<file path="src/rtl/sws_pkg.sv">
`default_nettype none

package sws_pkg;

	// Input item kinds
	localparam logic KIND_TEXT = 1'b0;
	localparam logic KIND_END  = 1'b1;

	// Result kinds
	localparam logic [1:0] RK_BYTE     = 2'd0;
	localparam logic [1:0] RK_WORD_END = 2'd1;
	localparam logic [1:0] RK_STATUS   = 2'd2;

	// Final status codes
	localparam logic [1:0] ST_OK       = 2'd0;
	localparam logic [1:0] ST_UNCLOSED = 2'd1;
	localparam logic [1:0] ST_NO_ESC   = 2'd2;

	// Characters with a meaning to the splitter
	localparam logic [7:0] CH_SPACE  = 8'h20;
	localparam logic [7:0] CH_TAB    = 8'h09;
	localparam logic [7:0] CH_CR     = 8'h0D;
	localparam logic [7:0] CH_LF     = 8'h0A;
	localparam logic [7:0] CH_SQUOTE = 8'h27;
	localparam logic [7:0] CH_DQUOTE = 8'h22;
	localparam logic [7:0] CH_BSLASH = 8'h5C;

	// One result item
	typedef struct packed {
		logic [1:0] kind;
		logic [7:0] data;
		logic [1:0] status;
	} result_t;

	// Work for the back end: one result, or two when two is set
	typedef struct packed {
		logic    two;
		result_t res0;
		result_t res1;
	} cmd_t;

	function automatic result_t mk_byte(input logic [7:0] b);
		result_t r;
		r.kind   = RK_BYTE;
		r.data   = b;
		r.status = ST_OK;
		return r;
	endfunction

	function automatic result_t mk_word_end();
		result_t r;
		r.kind   = RK_WORD_END;
		r.data   = 8'd0;
		r.status = ST_OK;
		return r;
	endfunction

	function automatic result_t mk_status(input logic [1:0] st);
		result_t r;
		r.kind   = RK_STATUS;
		r.data   = 8'd0;
		r.status = st;
		return r;
	endfunction

endpackage

`default_nettype wire

</file>
<file path="src/rtl/shell_word_splitter.sv">
`default_nettype none

// Channel  | Direction | Handshake          | Payload
// ---------+-----------+--------------------+------------------------------------------
// input    | in        | in_valid/in_stall  | kind, data_byte
// output   | out       | out_valid/out_stall| result_kind, word_byte, status,
//          |           |                    | last_of_item
//
// One input transaction is taken per cycle while the command queue has room.
// Each result occupies the output register on its own, so an item with two
// results (kept backslash in double quotes, word end before final status)
// holds the back end until both have left; the QUEUE_DEPTH-entry queue absorbs them.
// Each item is registered in a queue slot and then in the output register.
// Reset (arst_n low) drops all queued work and returns to outside quotes,
// no open word. No clearing pass is needed.
// in_stall rises only when the queue is full; out_stall only holds the back end.

module shell_word_splitter #(
	parameter int QUEUE_DEPTH = 4
) (
	input  wire         clk,
	input  wire         arst_n,
	input  wire         in_valid,
	output logic        in_stall,
	input  wire         kind,
	input  wire  [7:0]  data_byte,
	output logic        out_valid,
	input  wire         out_stall,
	output logic [1:0]  result_kind,
	output logic [7:0]  word_byte,
	output logic [1:0]  status,
	output logic        last_of_item
);

	logic           accept;
	logic           push;
	logic           q_full;
	logic           q_valid;
	logic           pop;
	sws_pkg::cmd_t  wr_cmd;
	sws_pkg::cmd_t  rd_cmd;

	// Hold the input whenever the queue cannot take another command
	assign in_stall = q_full;
	assign accept   = in_valid && !in_stall;

	// Front: track quoting mode and turn each byte into zero, one or two results
	sws_front u_front (
		.clk       (clk),
		.arst_n    (arst_n),
		.accept    (accept),
		.kind      (kind),
		.data_byte (data_byte),
		.push      (push),
		.cmd       (wr_cmd)
	);

	// Decouple classification from delivery
	sws_queue #(
		.DEPTH (QUEUE_DEPTH)
	) u_queue (
		.clk      (clk),
		.arst_n   (arst_n),
		.push     (push),
		.wr_cmd   (wr_cmd),
		.full     (q_full),
		.pop      (pop),
		.rd_valid (q_valid),
		.rd_cmd   (rd_cmd)
	);

	// Back: advance one result per free output slot
	sws_back u_back (
		.clk          (clk),
		.arst_n       (arst_n),
		.cmd_valid    (q_valid),
		.cmd          (rd_cmd),
		.pop          (pop),
		.out_valid    (out_valid),
		.out_stall    (out_stall),
		.result_kind  (result_kind),
		.word_byte    (word_byte),
		.status       (status),
		.last_of_item (last_of_item)
	);

`ifndef SYNTHESIS
	// A final status always closes its item
	a_status_last: assert property (@(posedge clk) disable iff (!arst_n)
		out_valid && result_kind == sws_pkg::RK_STATUS |-> last_of_item)
		else $error("final status not marked last of item");

	// Only word bytes carry data
	a_byte_zero: assert property (@(posedge clk) disable iff (!arst_n)
		out_valid && result_kind != sws_pkg::RK_BYTE |-> word_byte == 8'd0)
		else $error("non-byte result carries a data byte");

	// Only final statuses carry a status code
	a_status_zero: assert property (@(posedge clk) disable iff (!arst_n)
		out_valid && result_kind != sws_pkg::RK_STATUS |-> status == sws_pkg::ST_OK)
		else $error("status code on a non-status result");

	// A word end is never the first of a two-result item's pair except before a status
	a_pair_order: assert property (@(posedge clk) disable iff (!arst_n)
		out_valid && !out_stall && !last_of_item && result_kind == sws_pkg::RK_WORD_END
		|=> out_valid && result_kind == sws_pkg::RK_STATUS)
		else $error("word end not followed by final status");
`endif

endmodule

`default_nettype wire

</file>
<file path="src/rtl/sws_front.sv">
`default_nettype none

module sws_front (
	input  wire             clk,
	input  wire             arst_n,
	input  wire             accept,
	input  wire             kind,
	input  wire  [7:0]      data_byte,
	output logic            push,
	output sws_pkg::cmd_t   cmd
);

	typedef enum logic [2:0] {
		MODE_OUT,
		MODE_OUT_ESC,
		MODE_SQ,
		MODE_DQ,
		MODE_DQ_ESC
	} mode_t;

	mode_t mode_q;
	mode_t mode_nxt;
	logic  word_open_q;
	logic  word_open_nxt;
	logic  emit;
	logic  is_sep;

	assign is_sep = (data_byte == sws_pkg::CH_SPACE) || (data_byte == sws_pkg::CH_TAB) ||
		(data_byte == sws_pkg::CH_CR) || (data_byte == sws_pkg::CH_LF);

	always_comb begin
		mode_nxt      = mode_q;
		word_open_nxt = word_open_q;
		emit          = 1'b0;
		cmd.two       = 1'b0;
		cmd.res0      = sws_pkg::mk_byte(data_byte);
		cmd.res1      = sws_pkg::mk_byte(data_byte);
		if (kind == sws_pkg::KIND_END) begin
			emit          = 1'b1;
			mode_nxt      = MODE_OUT;
			word_open_nxt = 1'b0;
			case (mode_q)
				MODE_SQ, MODE_DQ: begin
					cmd.res0 = sws_pkg::mk_status(sws_pkg::ST_UNCLOSED);
				end
				MODE_OUT_ESC, MODE_DQ_ESC: begin
					cmd.res0 = sws_pkg::mk_status(sws_pkg::ST_NO_ESC);
				end
				default: begin
					if (word_open_q) begin
						cmd.two  = 1'b1;
						cmd.res0 = sws_pkg::mk_word_end();
						cmd.res1 = sws_pkg::mk_status(sws_pkg::ST_OK);
					end else begin
						cmd.res0 = sws_pkg::mk_status(sws_pkg::ST_OK);
					end
				end
			endcase
		end else begin
			case (mode_q)
				MODE_OUT_ESC: begin
					emit          = 1'b1;
					word_open_nxt = 1'b1;
					mode_nxt      = MODE_OUT;
				end
				MODE_SQ: begin
					if (data_byte == sws_pkg::CH_SQUOTE)
						mode_nxt = MODE_OUT;
					else
						emit = 1'b1;
				end
				MODE_DQ: begin
					if (data_byte == sws_pkg::CH_DQUOTE)
						mode_nxt = MODE_OUT;
					else if (data_byte == sws_pkg::CH_BSLASH)
						mode_nxt = MODE_DQ_ESC;
					else
						emit = 1'b1;
				end
				MODE_DQ_ESC: begin
					emit     = 1'b1;
					mode_nxt = MODE_DQ;
					// keep the backslash unless it escapes a quote or backslash
					if (data_byte != sws_pkg::CH_DQUOTE && data_byte != sws_pkg::CH_BSLASH) begin
						cmd.two  = 1'b1;
						cmd.res0 = sws_pkg::mk_byte(sws_pkg::CH_BSLASH);
					end
				end
				default: begin
					mode_nxt = MODE_OUT;
					if (is_sep) begin
						if (word_open_q) begin
							emit          = 1'b1;
							cmd.res0      = sws_pkg::mk_word_end();
							word_open_nxt = 1'b0;
						end
					end else if (data_byte == sws_pkg::CH_SQUOTE) begin
						mode_nxt      = MODE_SQ;
						word_open_nxt = 1'b1;
					end else if (data_byte == sws_pkg::CH_DQUOTE) begin
						mode_nxt      = MODE_DQ;
						word_open_nxt = 1'b1;
					end else if (data_byte == sws_pkg::CH_BSLASH) begin
						mode_nxt = MODE_OUT_ESC;
					end else begin
						emit          = 1'b1;
						word_open_nxt = 1'b1;
					end
				end
			endcase
		end
	end

	assign push = accept && emit;

	always_ff @(posedge clk or negedge arst_n) begin
		if (!arst_n) begin
			mode_q      <= MODE_OUT;
			word_open_q <= 1'b0;
		end else if (accept) begin
			mode_q      <= mode_nxt;
			word_open_q <= word_open_nxt;
		end
	end

endmodule

`default_nettype wire

</file>
<file path="src/rtl/sws_queue.sv">
`default_nettype none

module sws_queue #(
	parameter int DEPTH = 4
) (
	input  wire             clk,
	input  wire             arst_n,
	input  wire             push,
	input  sws_pkg::cmd_t   wr_cmd,
	output logic            full,
	input  wire             pop,
	output logic            rd_valid,
	output sws_pkg::cmd_t   rd_cmd
);

	localparam int PTR_W = (DEPTH > 1) ? $clog2(DEPTH) : 1;
	localparam int CNT_W = $clog2(DEPTH + 1);

	sws_pkg::cmd_t    slot_q [DEPTH];
	logic [PTR_W-1:0] wr_ptr_q;
	logic [PTR_W-1:0] rd_ptr_q;
	logic [CNT_W-1:0] count_q;
	logic             do_push;
	logic             do_pop;

	function automatic logic [PTR_W-1:0] ptr_inc(input logic [PTR_W-1:0] p);
		return (p == PTR_W'(DEPTH - 1)) ? '0 : p + PTR_W'(1);
	endfunction

	assign full     = (count_q == CNT_W'(DEPTH));
	assign rd_valid = (count_q != '0);
	assign rd_cmd   = slot_q[rd_ptr_q];
	assign do_push  = push && !full;
	assign do_pop   = pop && rd_valid;

	always_ff @(posedge clk) begin
		if (do_push)
			slot_q[wr_ptr_q] <= wr_cmd;
	end

	always_ff @(posedge clk or negedge arst_n) begin
		if (!arst_n) begin
			wr_ptr_q <= '0;
			rd_ptr_q <= '0;
			count_q  <= '0;
		end else begin
			if (do_push)
				wr_ptr_q <= ptr_inc(wr_ptr_q);
			if (do_pop)
				rd_ptr_q <= ptr_inc(rd_ptr_q);
			if (do_push && !do_pop)
				count_q <= count_q + CNT_W'(1);
			else if (do_pop && !do_push)
				count_q <= count_q - CNT_W'(1);
		end
	end

endmodule

`default_nettype wire

</file>
<file path="src/rtl/sws_back.sv">
`default_nettype none

module sws_back (
	input  wire             clk,
	input  wire             arst_n,
	input  wire             cmd_valid,
	input  sws_pkg::cmd_t   cmd,
	output logic            pop,
	output logic            out_valid,
	input  wire             out_stall,
	output logic [1:0]      result_kind,
	output logic [7:0]      word_byte,
	output logic [1:0]      status,
	output logic            last_of_item
);

	logic              valid_q;
	sws_pkg::result_t  res_q;
	logic              last_q;
	logic              sec_valid_q;
	sws_pkg::result_t  sec_q;
	logic              load;

	// output register is free when empty or being taken this cycle
	assign load = !valid_q || !out_stall;
	assign pop  = load && !sec_valid_q && cmd_valid;

	always_ff @(posedge clk or negedge arst_n) begin
		if (!arst_n) begin
			valid_q     <= 1'b0;
			sec_valid_q <= 1'b0;
		end else if (load) begin
			if (sec_valid_q) begin
				valid_q     <= 1'b1;
				sec_valid_q <= 1'b0;
			end else begin
				valid_q     <= cmd_valid;
				sec_valid_q <= cmd_valid && cmd.two;
			end
		end
	end

	always_ff @(posedge clk) begin
		if (load) begin
			if (sec_valid_q) begin
				res_q  <= sec_q;
				last_q <= 1'b1;
			end else begin
				res_q  <= cmd.res0;
				last_q <= !cmd.two;
				sec_q  <= cmd.res1;
			end
		end
	end

	assign out_valid    = valid_q;
	assign result_kind  = res_q.kind;
	assign word_byte    = res_q.data;
	assign status       = res_q.status;
	assign last_of_item = last_q;

endmodule

`default_nettype wire
</file>
<file path="config.mk">
export PLATFORM = sky130hd
export DESIGN_NAME = shell_word_splitter
export DESIGN_NICKNAME = d
export VERILOG_FILES = /design/src/rtl/sws_pkg.sv /design/src/rtl/shell_word_splitter.sv /design/src/rtl/sws_front.sv /design/src/rtl/sws_queue.sv /design/src/rtl/sws_back.sv
export SDC_FILE = /design/constraint.sdc
export NUM_CORES = 1
export LEC_CHECK = 0
export BUFFER_PORTS_ARGS = -buffer_cell sky130_fd_sc_hd__buf_4
export CORE_AREA = 3 3 187 98
export DETAILED_ROUTE_END_ITERATION = 10
export DIE_AREA = 0 0 190 101
export PLACE_DENSITY_LB_ADDON = 0.12
export SLEW_MARGIN = 30
export SYNTH_ARGS = -nofsm -noshare
export SYNTH_HDL_FRONTEND = slang
export SYNTH_HIERARCHICAL = 1
export SYNTH_SLANG_ARGS = --single-unit
</file>
<file path="constraint.sdc">
create_clock -name clk -period 6.9 [get_ports clk]
set_clock_uncertainty 0.15 [all_clocks]
set_input_delay 0.69 -clock clk [delete_from_list [all_inputs] [get_ports clk]]
set_output_delay 0.69 -clock clk [all_outputs]
set_load 0.005 [all_outputs]
</file>
**Yosys cells after proc, flatten, opt, wreduce, memory -nomap -nowiden**

Memories as Yosys holds them, arrays and structs flattened.
Cells that the tools add are included.

- Flip-flop bits (word level): 38
- RAM bits: 100
- Bits of input ports: 13
- Output and inout bits: 15
- Word-level logic and storage cells: 115
- Memories kept: 1

- Add/subtract/negate cells: 4
- Eq/ne operators: 20
- Muxes and demuxes: 44
- Bitwise gates (word level): 1
- Reductions and logical operators: 31

Memories:

| memory | depth | bits a word | read ports | clocked after memory_dff | write ports | line | RTL |
|---|---|---|---|---|---|---|---|
| u_queue.slot_q | 4 | 25 | 1 | 0 | 1 | sws_queue.sv:19 | `sws_pkg::cmd_t slot_q [DEPTH];` |

Operators by type and width:

| operator | count |
|---|---|
| $mux W12 | 6 |
| $pmux W12 S2 | 2 |
| $mux W3 | 9 |
| $mux W13 | 2 |
| $eq A8 B4 Y1 const B | 3 |
| $eq A8 B6 Y1 const B | 3 |
| $mux W1 | 19 |
| $pmux W3 S4 | 1 |
| $mux W11 | 1 |
| $logic_and A1 B1 Y1 | 10 |
| $eq A8 B7 Y1 const B | 1 |
| $ne A8 B6 Y1 const B | 1 |
| $ne A8 B7 Y1 const B | 1 |
| $logic_not A1 Y1 | 7 |
| $eq A3 B2 Y1 const B | 2 |
| $eq A3 B3 Y1 const B | 2 |
| $ne A6 B3 Y1 const B | 1 |
| $reduce_and A3 Y1 | 2 |
| $reduce_or A3 Y1 | 2 |
| $add A2 B1 Y2 const B | 2 |
| $eq A2 B2 Y1 const B | 2 |
| $logic_or A1 B1 Y1 | 4 |
| $mux W2 | 2 |
| $ne A4 B2 Y1 const B | 1 |
| 13 further kinds | 14 |

**Longest topological paths before layout**

- Word-level depth: 13
- Depth in mapped cells: 14
- Gate-level depth less buffers: 12

**By module**

Netlist, hierarchy kept.

Modules (own cells, without submodules):

| module | instances | cells each | area each (µm²) | sequential area each (µm²) |
|---|---|---|---|---|
| sws_queue | 1 | 168 | 4117.7 | 3178.0 |
| sws_back | 1 | 48 | 1032.2 | 800.8 |
| sws_front | 1 | 92 | 655.6 | 100.1 |
| shell_word_splitter | 1 | 1 | 13.8 | 0.0 |

**Worst setup path after synthesis**

OpenSTA, ideal clock, no wires.

- Kind: input-to-reg
- Start: input data_byte[4]
- End: memory u_queue/slot_q[3][0] (netlist bit), enable pin
- Library setup time: 407 ps
- Arrival time: 3088 ps
- Required time: 6343 ps
- Path slack: 3255 ps
- Cell stages on the path: 6
- Path buffers: 0
- Cells stage by stage: or3_4 o41ai_1 a21oi_1 a31oi_1 nand2_1 nor2_1

- Word-level cells in the longest chain between the ends: 11
- Elaborated cells between the ends (all ways): 21
- Classes of those cells: eq/ne: 7; mux: 9; reduce/logical: 5

Ends and longest elaborated chain:

| item | line | RTL |
|---|---|---|
| start: declaration | shell_word_splitter.sv:26 | `input wire [7:0] data_byte,` |
| $eq A8 B7 Y1 (tied with other cells) | sws_front.sv:75, sws_front.sv:103 |  |
| $mux W1 / $logic_or A1 B1 Y1 (equally long branches) | sws_front.sv:75, sws_front.sv:103, sws_front.sv:28 |  |
| $mux W1 / $logic_or A1 B1 Y1 (equally long branches) | sws_front.sv:73, sws_front.sv:28 |  |
| $mux W1 / $logic_or A1 B1 Y1 (equally long branches) | sws_front.sv:97, sws_front.sv:29 |  |
| $mux W1 | sws_front.sv:91 | `if (is_sep) begin` |
| $pmux W1 S3 * | sws_front.sv:60 | `case (mode_q)` |
| $mux W1 * | sws_front.sv:38 | `if (kind == sws_pkg::KIND_END) begin` |
| $logic_and A1 B1 Y1 * | sws_front.sv:114 | `assign push = accept && emit;` |
| via push | shell_word_splitter.sv:36 | `logic push;` |
| $logic_and A1 B1 Y1 * | sws_queue.sv:33 | `assign do_push = push && !full;` |
| $mux W1 * | sws_queue.sv:37 | `if (do_push)` |
| $mux W1 (implied by the code) * | sws_queue.sv:38 | `slot_q[wr_ptr_q] <= wr_cmd;` |
| end: declaration | sws_queue.sv:19 |  |

The timed path passes the listed nets; every way through them passes the cells marked *.

**Worst setup path in the final report**

- Start: input data_byte[4]
- End: register u_queue.count_q[2]

- Word-level cells in the longest chain between the ends: 12
- Elaborated cells between the ends (all ways): 24
- Classes of those cells: eq/ne: 7; mux: 8; reduce/logical: 9

Ends and longest elaborated chain:

| item | line | RTL |
|---|---|---|
| $eq A8 B7 Y1 (tied with other cells) | sws_front.sv:75, sws_front.sv:103 |  |
| $mux W1 / $logic_or A1 B1 Y1 (equally long branches) | sws_front.sv:75, sws_front.sv:103, sws_front.sv:28 |  |
| $mux W1 / $logic_or A1 B1 Y1 (equally long branches) | sws_front.sv:73, sws_front.sv:28 |  |
| $mux W1 / $logic_or A1 B1 Y1 (equally long branches) | sws_front.sv:97, sws_front.sv:29 |  |
| $mux W1 | sws_front.sv:91 |  |
| $pmux W1 S3 * | sws_front.sv:60 |  |
| $mux W1 * | sws_front.sv:38 |  |
| $logic_and A1 B1 Y1 * | sws_front.sv:114 |  |
| via push | shell_word_splitter.sv:36 |  |
| $logic_and A1 B1 Y1 * | sws_queue.sv:33 |  |
| via u_queue.do_push | sws_queue.sv:23 | `logic do_push;` |
| $logic_not A1 Y1 | sws_queue.sv:53 | `else if (do_pop && !do_push)` |
| $logic_and A1 B1 Y1 | sws_queue.sv:53 |  |
| $reduce_bool A2 Y1 (no line) | n/a |  |
| end signal: assignment | sws_queue.sv:52 | `count_q <= count_q + CNT_W'(1);` |
| end signal: assignment | sws_queue.sv:54 | `count_q <= count_q - CNT_W'(1);` |
| end: declaration | sws_queue.sv:22 | `logic [CNT_W-1:0] count_q;` |

Marks and branches as above.
A chain may end at the register's enable or synchronous reset.

==> impl_metrics.py <==
metrics = {
    "final_layout": {
        "final_common_cell": "edfxtp_1",
        "antenna_cells": 0,
        "final_cell_mix": "125 x edfxtp_1, 34 x buf_4, 18 x mux4_2",
        "nets": 369,
        "area_growth_pct": 17.7,
        "fillers": 1521,
        "drive_gt1_frac": 0.310,
    },
    "sta": {
        "final_max_slew_viol_count": 0,
        "fin_crit_ps": 3660,
        "timing.final.ws_setup_ps": 3240,
        "setup-tns-final_ps": 0,
        "hold_viol": 0,
        "setup_viol": 0,
        "hold_slack_ps": 345,
        "tightest_slew_ps": 748,
        "fmax_ghz": 0.273,
        "fin_crit_sh": 0.531,
        "slew_headroom": 0.500,
        "rsz0062_at_grt": "no",
    },
    "global_routing": {
        "use_met1": 0.185,
        "grt_pass1_wl_mm": 18.3,
        "overflow": 0,
        "first_global_vias": 3057,
        "grt_util_met2": 0.193,
        "grt_max_degree": 29,
        "grt-busiest-layer": "met2",
        "use_met3": 0.0445,
        "grt_usage": 0.132,
        "antenna_found_initial": 0,
    },
    "routing": {
        "vias": 2792,
        "drc_errors": 0,
        "first_iter_violations": 185,
        "first_pass_iters": 4,
        "ant_nets": 0,
        "wire_per_inst_um": 19.5,
        "routed_via_density": 4.69,
        "routed_wl_mm": 11.6,
    },
    "pwr": {
        "ir_drop_mv": 0.189,
        "power_switching_share": 0.262,
        "internal_power_mw": 2.19,
        "p_per_area_nw_per_um2": 433,
        "pwr-share-comb": 0.256,
        "pwr-share-seq": 0.435,
        "clockPowerShare": 0.309,
        "p_leak_nw": 2.44,
        "p_sw_uw": 776,
    },
    "logic_synthesis": {
        "post-synth-top-area-fraction": 0.645,
        "synth_area_leaders": "edfxtp_1 65%, mux4_2 7.0%, dfrtp_1 5.6%",
        "netlist_area_um2": 5820,
        "syn_avg_cell_area_um2": 18.8,
        "synth.distinct_cells": 55,
        "synth_edf_count": 125,
        "synth_seq_cells": 138,
        "yosysTopAreaCell": "edfxtp_1",
        "synthArstFlopShare": 0.0942,
        "syn_inst": 309,
        "synth_flop_cell": "edfxtp_1",
        "ys_warn_count": 6,
        "yosysSeqAreaShare": 0.701,
    },
    "run": {
        "drv_cap": 0,
    },
    "die": {
        "die_area_um2": 19200,
        "num_io_pins": 28,
        "rows": 34,
        "die_h_um": 101,
        "die_x_um": 190,
        "core_area_um2": 17000,
        "start_util": 0.343,
    },
    "cts": {
        "htreeDepth": 4,
        "clockBufferDepth": 2,
        "clk_latency_ps": 400,
        "cts_buffers": 17,
        "cts_sinks": 138,
        "cts_tree": "built",
        "clk_pin_slew_ps": 60,
        "post_cts_resized": 0,
        "cts-root-buf": "clkbuf_16",
    },
    "worst_setup_path": {
        "crit_path_end_kind": "flip-flop",
        "critical_path_required_ps": 7080,
        "arrival_ps": 3840,
        "start_kind": "input pin",
        "path_max_fanout": 7,
        "crit_type": "in -> reg",
    },
    "place": {
        "portBuffers": 27,
        "gp_congestion": 0.791,
        "dpl.hpwl_mm": 7.47,
        "place_worst_setup_slack_ps": 2840,
    },
    "outcome": {
        "status": "completed",
    },
    "worst_hold_path": {
        "worstHoldPathType": "reg -> reg",
    },
}
-- state kept, by name, indices dropped and copies added (netlist names) --
| register | count |
|---|---|
| u_back/sec_valid_q | 1 |
| u_back/status | 2 |
| u_back/result_kind | 2 |
| u_front/mode_q | 3 |
| u_queue/rd_ptr_q | 2 |
| u_front/word_open_q | 1 |
| u_back/last_of_item | 1 |
| u_queue/slot_q | 100 |
| u_back/word_byte | 8 |
| u_back/out_valid | 1 |
| u_queue/count_q | 3 |
| u_back/sec_q | 12 |
| u_queue/wr_ptr_q | 2 |
-- worst paths after layout --
check	depth (start not counted)	startpoint	slack [ps]	end
setup / recovery	12	data_byte[4]	3240	u_queue/count_q[2]$_DFFE_PN0P_
hold / removal	1	u_front/word_open_q$_DFFE_PN0P_	340	u_front/word_open_q$_DFFE_PN0P_
max in group asynchronous	2	arst_n	5880	u_back/sec_valid_q$_DFFE_PN0N_
setup reg to reg	12	u_front/mode_q[0]$_DFFE_PN0P_	3650	u_queue/count_q[2]$_DFFE_PN0P_
hold reg to reg	1	u_front/word_open_q$_DFFE_PN0P_	340	u_front/word_open_q$_DFFE_PN0P_
min in group asynchronous	2	arst_n	520	u_queue/count_q[0]$_DFFE_PN0P_
-- kinds of logic (layout without fill, tap and decap cells) --
group,Yosys count,count (layout),share of synthesized area
flip-flops,138,138,0.701
multiplexers,43,43,0.144
AND/OR/NAND/NOR,59,59,0.0645
buffers and inverters,26,76,0.0290
adder cells (fa/ha/maj),9,9,0.0198
AO/OA/AOI/OAI,28,28,0.0340
XOR/XNOR,5,5,0.00753
other,1,3,0.000644
-- critical path: stages --
cell and delay, ps:
buf_4 120, or3_4 410, o41ai_1 650, a21oi_1 320
a31oi_1 260, nor2b_2 300, ha_1 220, inv_1 60
fa_1 370, xor2_1 170, nor2_1 110, xor2_1 160
-- timing repair --
| action | CTS | global route |
|---|---|---|
| hold buffers | 1 | 0 |
| buffers inserted | 0 | 0 |
| endpoints found under the hold margin | 13 | 0 |
-- power by group through the flow --
stage,sequential [mW],combinational [mW],clock [mW]
6_report,1.29,0.760,0.916
5_1_grt,1.32,0.841,0.977
4_1_cts,1.29,0.782,0.939
3_5_place_dp,1.31,0.778,0
3_3_place_gp,1.31,0.771,0
2_1_floorplan,1.28,0.571,0
-- through the flow --
| stage | instances | cell area [um2] | util | power, mW |
|---|---|---|---|---|
| 6_report | 595 | 6850 | 0.403 | 2.97 |
| 3_3_place_gp | 563 | 6250 | 0.368 | 2.08 |
| 2_1_floorplan | 311 | 5830 | - | 1.85 |
| 5_1_grt | 595 | 6850 | 0.403 | 3.13 |
| 3_5_place_dp | 563 | 6250 | 0.368 | 2.09 |
| 4_1_cts | 595 | 6850 | 0.403 | 3.02 |
-- layout make-up --
cell class | count | area (um2) | area share
Inverter | 10 | 37.5 | 0.00548
Timing Repair Buffer | 35 | 265 | 0.0387
Clock buffer | 20 | 437 | 0.0638
Multi-Input combinational cell | 147 | 1580 | 0.231
Sequential cell | 138 | 4080 | 0.596
Tap cell | 234 | 293 | 0.0428
Clock inverter | 11 | 153 | 0.0223
-- layer usage --
layer  wire, um  part of all wire
met1       5630              0.49
met2       5130              0.44
met3        785             0.068
met4         50            0.0043
met5          0                 0
-- synthesized netlist by cell type (2+ instances only) --
master,number
o21ai_1,2
or4_4,2
mux4_2,18
a21oi_1,7
mux4_1,7
a21oi_2,2
o2bb2ai_1,2
and3_1,5
nor2b_1,3
buf_4,3
maj3_1,2
buf_2,4
edfxtp_1,125
ha_1,6
nand2_1,7
and2_1,11
o21ai_0,3
a22o_1,2
or3_4,2
inv_1,10
dfrtp_1,13
nand2b_1,3
xnor2_1,2
buf_12,2
xor2_1,3
nor2_1,12
nand3_1,2
buf_6,3
clkbuf_1,4
mux2_4,12
mux2_2,5
o21a_1,2
Power figures use the tool's default switching activity.
